--- src/mbpc_pkg.sv ---
`timescale 1ns / 1ps
`default_nettype none

package mbpc_pkg;

    // Field widths fixed by the item format
    localparam int unsigned LEN_W   = 8;
    localparam int unsigned IDX_W   = 7;
    localparam int unsigned BYTE_W  = 8;
    localparam int unsigned COUNT_W = 2;

    // Default number of pattern cells
    localparam int unsigned MAX_PATTERN_DEF = 128;

    // Saturation level of the match counter
    localparam logic [COUNT_W-1:0] COUNT_SAT = 2'd2;

    // Item operation codes
    typedef enum logic {
        OP_LOAD = 1'b0,
        OP_SCAN = 1'b1
    } op_t;

    // Per-cycle control broadcast to every cell
    typedef struct packed {
        logic scan;   // accepted scan request
        logic last;   // scan request carries the final text byte
        logic load;   // accepted load request
    } cell_ctrl_t;

endpackage

`default_nettype wire

--- src/masked_byte_pattern_counter_core.sv ---
`timescale 1ns / 1ps
`default_nettype none

// A result is registered from the accepted scan request that carries the final byte.
// Throughput: one request per cycle while not stalled; on a scan every pattern cell
// updates and the cell hits are ORed into the saturating counter in the same cycle.
// Input stalls only while a result is held and the output side stalls.
// Reset: partial matches, counter, pattern length and result valid clear;
// pattern entries are undefined until loaded.

module masked_byte_pattern_counter_core
    import mbpc_pkg::*;
#(
    parameter int unsigned MAX_PATTERN = MAX_PATTERN_DEF
)
(
    input  wire logic               clk,
    input  wire logic               rst_n,
    input  wire logic               item_valid,
    output logic                    item_stall,
    input  wire logic               operation,
    input  wire logic [IDX_W-1:0]   entry_index,
    input  wire logic [BYTE_W-1:0]  data_byte,
    input  wire logic               must_match,
    input  wire logic               last_byte,
    output logic                    result_valid,
    input  wire logic               result_stall,
    output logic [COUNT_W-1:0]      match_count,
    input  wire logic               cfg_valid,
    output logic                    cfg_ready,
    input  wire logic [LEN_W-1:0]   cfg_data
);

    logic [LEN_W-1:0]       length_reg;
    logic [COUNT_W-1:0]     found_reg;
    logic [COUNT_W-1:0]     found_next;
    logic [COUNT_W-1:0]     count_sum;
    logic                   out_valid_reg;
    logic                   out_valid_next;
    logic [COUNT_W-1:0]     out_count_reg;
    logic                   accept;
    logic                   any_hit;
    cell_ctrl_t             ctrl;
    logic [MAX_PATTERN-1:0] match_vec;
    logic [MAX_PATTERN-1:0] hit_vec;

    // Configuration register
    assign cfg_ready = 1'b1;

    always_ff @(posedge clk or negedge rst_n)
    begin
        if (!rst_n)
        begin
            length_reg <= '0;
        end
        else if (cfg_valid && cfg_ready)
        begin
            length_reg <= cfg_data;
        end
    end

    // Hold input only while a result waits on a stalled output
    assign item_stall = out_valid_reg && result_stall;
    assign accept     = item_valid && !item_stall;

    always_comb
    begin
        ctrl.scan = accept && (operation == OP_SCAN);
        ctrl.last = accept && (operation == OP_SCAN) && last_byte;
        ctrl.load = accept && (operation == OP_LOAD);
    end

    // Row of pattern cells, each handing its partial match to the next
    for (genvar j = 0; j < MAX_PATTERN; j++)
    begin : g_cell
        logic prev;

        if (j == 0)
        begin : g_head
            assign prev = 1'b1;
        end
        else
        begin : g_link
            assign prev = match_vec[j-1];
        end

        mbpc_cell #(
            .MAX_PATTERN (MAX_PATTERN),
            .CELL_INDEX  (j)
        ) u_cell (
            .clk            (clk),
            .rst_n          (rst_n),
            .ctrl           (ctrl),
            .entry_index    (entry_index),
            .data_byte      (data_byte),
            .must_match     (must_match),
            .pattern_length (length_reg),
            .prev_match     (prev),
            .match          (match_vec[j]),
            .hit            (hit_vec[j])
        );
    end

    // Advance the saturating counter on a completed match, clear it on the final byte
    assign any_hit   = |hit_vec;
    assign count_sum = (any_hit && (found_reg != COUNT_SAT)) ? found_reg + 2'd1 : found_reg;

    always_comb
    begin
        found_next = found_reg;
        if (ctrl.scan)
        begin
            found_next = ctrl.last ? '0 : count_sum;
        end
    end

    always_ff @(posedge clk or negedge rst_n)
    begin
        if (!rst_n)
        begin
            found_reg <= '0;
        end
        else
        begin
            found_reg <= found_next;
        end
    end

    // Output register
    always_comb
    begin
        out_valid_next = out_valid_reg;
        if (ctrl.last)
        begin
            out_valid_next = 1'b1;
        end
        else if (!result_stall)
        begin
            out_valid_next = 1'b0;
        end
    end

    always_ff @(posedge clk or negedge rst_n)
    begin
        if (!rst_n)
        begin
            out_valid_reg <= 1'b0;
        end
        else
        begin
            out_valid_reg <= out_valid_next;
        end
    end

    always_ff @(posedge clk)
    begin
        if (ctrl.last)
        begin
            out_count_reg <= count_sum;
        end
    end

    assign result_valid = out_valid_reg;
    assign match_count  = out_count_reg;

endmodule

`default_nettype wire

--- src/mbpc_cell.sv ---
`timescale 1ns / 1ps
`default_nettype none

module mbpc_cell
    import mbpc_pkg::*;
#(
    parameter int unsigned MAX_PATTERN = MAX_PATTERN_DEF,
    parameter int unsigned CELL_INDEX  = 0
)
(
    input  wire logic              clk,
    input  wire logic              rst_n,
    input  wire cell_ctrl_t        ctrl,
    input  wire logic [IDX_W-1:0]  entry_index,
    input  wire logic [BYTE_W-1:0] data_byte,
    input  wire logic              must_match,
    input  wire logic [LEN_W-1:0]  pattern_length,
    input  wire logic              prev_match,
    output logic                   match,
    output logic                   hit
);

    logic [BYTE_W-1:0] byte_reg;
    logic              care_reg;
    logic              match_reg;
    logic              match_next;
    logic              enable;
    logic              tail;
    logic              accepts;
    logic              update;
    logic              sel;
    logic [31:0]       len_ext;

    // Decode the active length against this cell's position
    assign len_ext = 32'(pattern_length);
    assign enable  = len_ext > 32'(CELL_INDEX);
    assign tail    = (len_ext == 32'(CELL_INDEX + 1))
                  || ((CELL_INDEX == MAX_PATTERN - 1) && enable);

    // Compare the text byte, wildcard when care is clear
    assign accepts = !care_reg || (byte_reg == data_byte);
    assign update  = enable && prev_match && accepts;

    // Drop partial match on the final byte, else advance
    assign match_next = ctrl.last ? 1'b0 : update;

    always_ff @(posedge clk or negedge rst_n)
    begin
        if (!rst_n)
        begin
            match_reg <= 1'b0;
        end
        else if (ctrl.scan)
        begin
            match_reg <= match_next;
        end
    end

    // Write the pattern entry addressed by a load request
    assign sel = ctrl.load && (32'(entry_index) == 32'(CELL_INDEX));

    always_ff @(posedge clk)
    begin
        if (sel)
        begin
            byte_reg <= data_byte;
            care_reg <= must_match;
        end
    end

    assign match = match_reg;
    assign hit   = ctrl.scan && update && tail;

endmodule

`default_nettype wire

--- config.mk ---
export PLATFORM = sky130hd
export DESIGN_NAME = masked_byte_pattern_counter_core
export DESIGN_NICKNAME = d
export VERILOG_FILES = /design/src/mbpc_pkg.sv /design/src/masked_byte_pattern_counter_core.sv /design/src/mbpc_cell.sv
export SDC_FILE = /design/constraint.sdc
export NUM_CORES = 2
export LEC_CHECK = 0
export ABC_AREA = 1
export CORE_MARGIN = 2
export CORE_UTILIZATION = 60
export CTS_CLUSTER_SIZE = 30
export DETAILED_ROUTE_END_ITERATION = 16
export DONT_BUFFER_PORTS = 1
export PLACE_DENSITY = 0.78
export REMOVE_ABC_BUFFERS = 1
export SLEW_MARGIN = 20
export SYNTH_ARGS = -nofsm -noshare
export SYNTH_HDL_FRONTEND = slang
export SYNTH_SLANG_ARGS = --single-unit
--- constraint.sdc ---
create_clock -name clk -period 3 [get_ports clk]
set_clock_uncertainty 0.1 [all_clocks]
set_input_delay 0.3 -clock clk [delete_from_list [all_inputs] [get_ports clk]]
set_output_delay 0.3 -clock clk [all_outputs]
set_load 0.01 [all_outputs]
==> metrics.md <==
| Metric | Value |
|---|---|
| Outcome | finished with violations |
| Failing checks | negative hold slack |
| Clock transition time at the flip-flop clock pins of the worst setup and hold paths | 60 ps |
| Quantity of I/O buffers inserted on ports | 0 |
| Leakage dissipation | 0.0254 uW |
| Core area | 0.0980 sq mm |
| Ordered list of cells on the worst path | nor2_4 > buf_6 > clkinvlp_4 > nor2_4 > buf_6 > buf_4 > nand2_1 > nand3_1 > nor2_2 > nand3b_1 > nand2_1 > nor2_1 > nand2_1 > nor2_2 > nand2_1 > nor2_2 > nand2_2 > nand2_2 > nand2_1 > nand2_2 > inv_1 |
| Hold Vio Cnt, Final | 138 |
| Capturing element type of the critical path | flip-flop |
| Final total power | 38200 uW |
| Post-synth EDFFs | 1154 |
| Final setup vio count | 0 |
| Post-synthesis async set-or-reset flop share | 10.7% |
| Data arrival time of the worst path | 3400 ps |
| Die boundary width | 318 um |
| Cell with the biggest individual delay on the critical path | sky130_fd_sc_hd__dfrtp_1 |
| Number of vias in the routed layout | 41500 |
| Final-stage net count | 5886 |
| Sequential share of the synthesized area | 64.5% |
| Via-per-instance ratio | 5.73 |
| Area contributors post-synth | sky130_fd_sc_hd__edfxtp_1 59%, sky130_fd_sc_hd__xnor2_1 13%, sky130_fd_sc_hd__nand2_1 9.6% |
| Die Height | 318 um |
| Number of library cell types mapped by synthesis | 39 |
| Total Die Area | 0.101 sq mm |
| Max-slew violation total from the final report | 0 |
| Actual transition at the worst max-transition pin | 996 ps |
| Total routed wirelength | 179000 um |
| Routed WL per cell | 24.6 um |
| Critical path launch point type | flip-flop |
| Worst hold slack | -865 ps |
| Layout cell share with drive strength beyond 1 | 15.0% |
| Post-synthesis instance total | 5336 |
| Number of fill cells | 6737 |
| Global-route wire length before repair | 260000 um |
| Cell area after technology mapping | 0.0591 sq mm |
| Min cycle time layout | 2990 ps |
| CP max FO | 4 |
| Largest delay share family, worst path | simple AND/OR/NAND/NOR gates |
| Core utilization of the finished layout | 70.8% |
| Num Clock Sinks | 1292 |
| Number of DRC markers after the initial detailed-route iteration | 4832 |
| Via count of the first global-routing pass | 40800 |
| Yosys Warn Count | 0 |
| Placer's final routability congestion estimate | 1.08 |
| Worst path required time | 3410 ps |
| Top-count cell post-synth | sky130_fd_sc_hd__nand2_1 |
| Antenna Violating Nets Remaining | 0 |
| Worst Setup Path Type | flip-flop to flip-flop |
| Setup TNS | 0 ps |
| Min-delay worst type | input port to asynchronous set/reset pin |
| Length of the first detailed-routing pass in iterations | 6 |
| Dominant cell type by area after synthesis | sky130_fd_sc_hd__edfxtp_1 |
| Antenna violations before repair | 2 |
| Power density cells | 550 mW/mm^2 |
| Total track usage | 35.4% |
| Post-route fraction of the period consumed by the critical path | 99.8% |
| Post-synth top cells | 1519 x sky130_fd_sc_hd__nand2_1, 1154 x sky130_fd_sc_hd__edfxtp_1, 890 x sky130_fd_sc_hd__xnor2_1 |
| Flip-flop and latch count after synthesis | 1292 |
| Placed instance count | 6943 |
| Grt ovf | 0 |
| CTS tree | yes |
| Site row count | 115 |
| Clock latency on the worst-skew pair | 760 ps |
| Number of buffers created by CTS | 131 |
| Number of top-level pins | 36 |
| Buffers and inverters on the worst path | 5 |
| Number of violations of the max-capacitance limit | 0 |
| Post-route insts no fill | 7243 |
| Largest voltage drop on the vdd net | 0.000536 V |
| Area growth syn-to-layout | 17.5% |
| Syn Area/Cell | 11.1 sq um |
| Total number of H-tree levels | 4 |
| Initial Util | 60.3% |
| Count of hold buffers inserted by post-cts repair | 41 |
| Worst slew margin | 33.4% |
| Maximum number of pins on one net before global-route repair | 140 |
| Fraction of synthesized cell area taken by the top area cell type | 58.6% |
| Peak Freq | 334 MHz |
| Stage delay of the slowest cell on the critical path | 420 ps |
| Maximum buffer depth of the clock tree | 3 |
| Max reg flops | 1024 |
| Clk root buf | sky130_fd_sc_hd__clkbuf_16 |
| Remaining routing DRC violations | 0 |
| Post-DP HPWL | 97600 um |
| Most used flip-flop cell after synthesis | sky130_fd_sc_hd__edfxtp_1 |
| Most Frequent Cell on Critical Path | sky130_fd_sc_hd__nand2_1 |
[final cells by class]
type                            count  area, sq um  share of cell area [%]
Clock inverter                     60          552                   0.795
Antenna cell                        2         5.00                 0.00721
Sequential cell                  1292        38100                    54.9
Tap cell                         1287         1610                    2.32
Inverter                          240          933                    1.34
Clock buffer                      173         3540                    5.10
Multi-Input combinational cell   3613        19400                    28.0
Timing Repair Buffer              576         5210                    7.50
[kinds of logic (layout without fill, tap and decap cells)]
| group | Yosys count | in the layout | synth area share, % |
|---|---|---|---|
| simple gates | 2515 | 2515 | 17.1 |
| fa+ha+maj | 1 | 1 | 0.0212 |
| xor+xnor | 892 | 892 | 13.2 |
| flops | 1292 | 1292 | 64.5 |
| compound gates | 204 | 204 | 1.80 |
| buf+inv | 431 | 1049 | 3.38 |
| other cells | 1 | 3 | 0.00635 |
[metal layers]
metal / track usage, % / share of wire [%]
met3: 7.18 / 11
met2: 55.4 / 46
met4: 18.1 / 5.6
met5: 0 / 0.0073
met1: 47.3 / 38
[cells in the final DEF, fill, tap and decap left out, types with 6 or more instances in the layout]
master                          Yosys  routed
sky130_fd_sc_hd__nand2_1         1519    1500
sky130_fd_sc_hd__edfxtp_1        1154    1154
sky130_fd_sc_hd__xnor2_1          890     890
sky130_fd_sc_hd__nor2_1           630     593
sky130_fd_sc_hd__buf_4             66     476
sky130_fd_sc_hd__inv_1            225     216
sky130_fd_sc_hd__nand3_1          222     211
sky130_fd_sc_hd__a21oi_1          148     145
sky130_fd_sc_hd__clkbuf_16          0     136
sky130_fd_sc_hd__dfrtp_1          138     136
sky130_fd_sc_hd__buf_12             0      43
sky130_fd_sc_hd__clkbuf_1          42      36
sky130_fd_sc_hd__nand4_1           35      35
sky130_fd_sc_hd__nor2_2            16      34
sky130_fd_sc_hd__o21ai_0           31      29
sky130_fd_sc_hd__dlygate4sd3_1      0      28
sky130_fd_sc_hd__or2_2             27      27
sky130_fd_sc_hd__nand2_2            9      23
sky130_fd_sc_hd__nor3_1            26      21
sky130_fd_sc_hd__clkinv_1           3      21
sky130_fd_sc_hd__nor2_4             1      20
sky130_fd_sc_hd__nand3b_1          20      20
sky130_fd_sc_hd__clkinv_2           0      19
sky130_fd_sc_hd__buf_6              6      17
sky130_fd_sc_hd__inv_2             12      12
sky130_fd_sc_hd__nand3_2            0      10
sky130_fd_sc_hd__buf_16             0       9
sky130_fd_sc_hd__o22ai_1            8       8
sky130_fd_sc_hd__inv_6              0       7
sky130_fd_sc_hd__clkinvlp_4         0       7
sky130_fd_sc_hd__bufinv_16          0       7
sky130_fd_sc_hd__nand2_4            3       6
sky130_fd_sc_hd__nor3_2             2       6
sky130_fd_sc_hd__a22oi_1            6       6
sky130_fd_sc_hd__clkinv_8           0       6
[worst paths after layout]
kind | from | to | slack, ps | depth (start not counted)
hold reg to reg | g_cell[67].u_cell.match | g_cell[67].u_cell.match | 390 | 2
min in group clk | data_byte[2] | g_cell[11].u_cell.byte_reg[2] | 20 | 1
setup / recovery | length_reg[0] | match_count[1] | 7 | 21
max in group asynchronous | rst_n | g_cell[105].u_cell.match | 3430 | 0
setup reg to reg | length_reg[0] | match_count[1] | 7 | 21
hold / removal | rst_n | g_cell[12].u_cell.match | -860 | 0
[per-stage QoR]
step                setup slack [ps]  instance area (sq um)
global route                   -38.3                  69400
global placement                -279                  63900
floorplan                      -4380                  58000
detailed placement              -231                  63900
finish                          6.73                  69400
CTS                            -9.13                  68800
[power breakdown]
group / internal (uW) / total [uW] / switching, uW
clock network: 8940 / 15800 / 6840
registers: 19600 / 19700 / 27.3
logic: 1080 / 2740 / 1670
[repair_timing]
item | CTS | global route
pin swaps | 4 | 31
setup endpoints to repair | 13 | 4
buffers inserted | 4 | 20
resized for setup | 38 | 123
endpoints found under the hold margin | 1342 | 138
gates cloned | 0 | 2
Power figures use the tool's default switching activity.
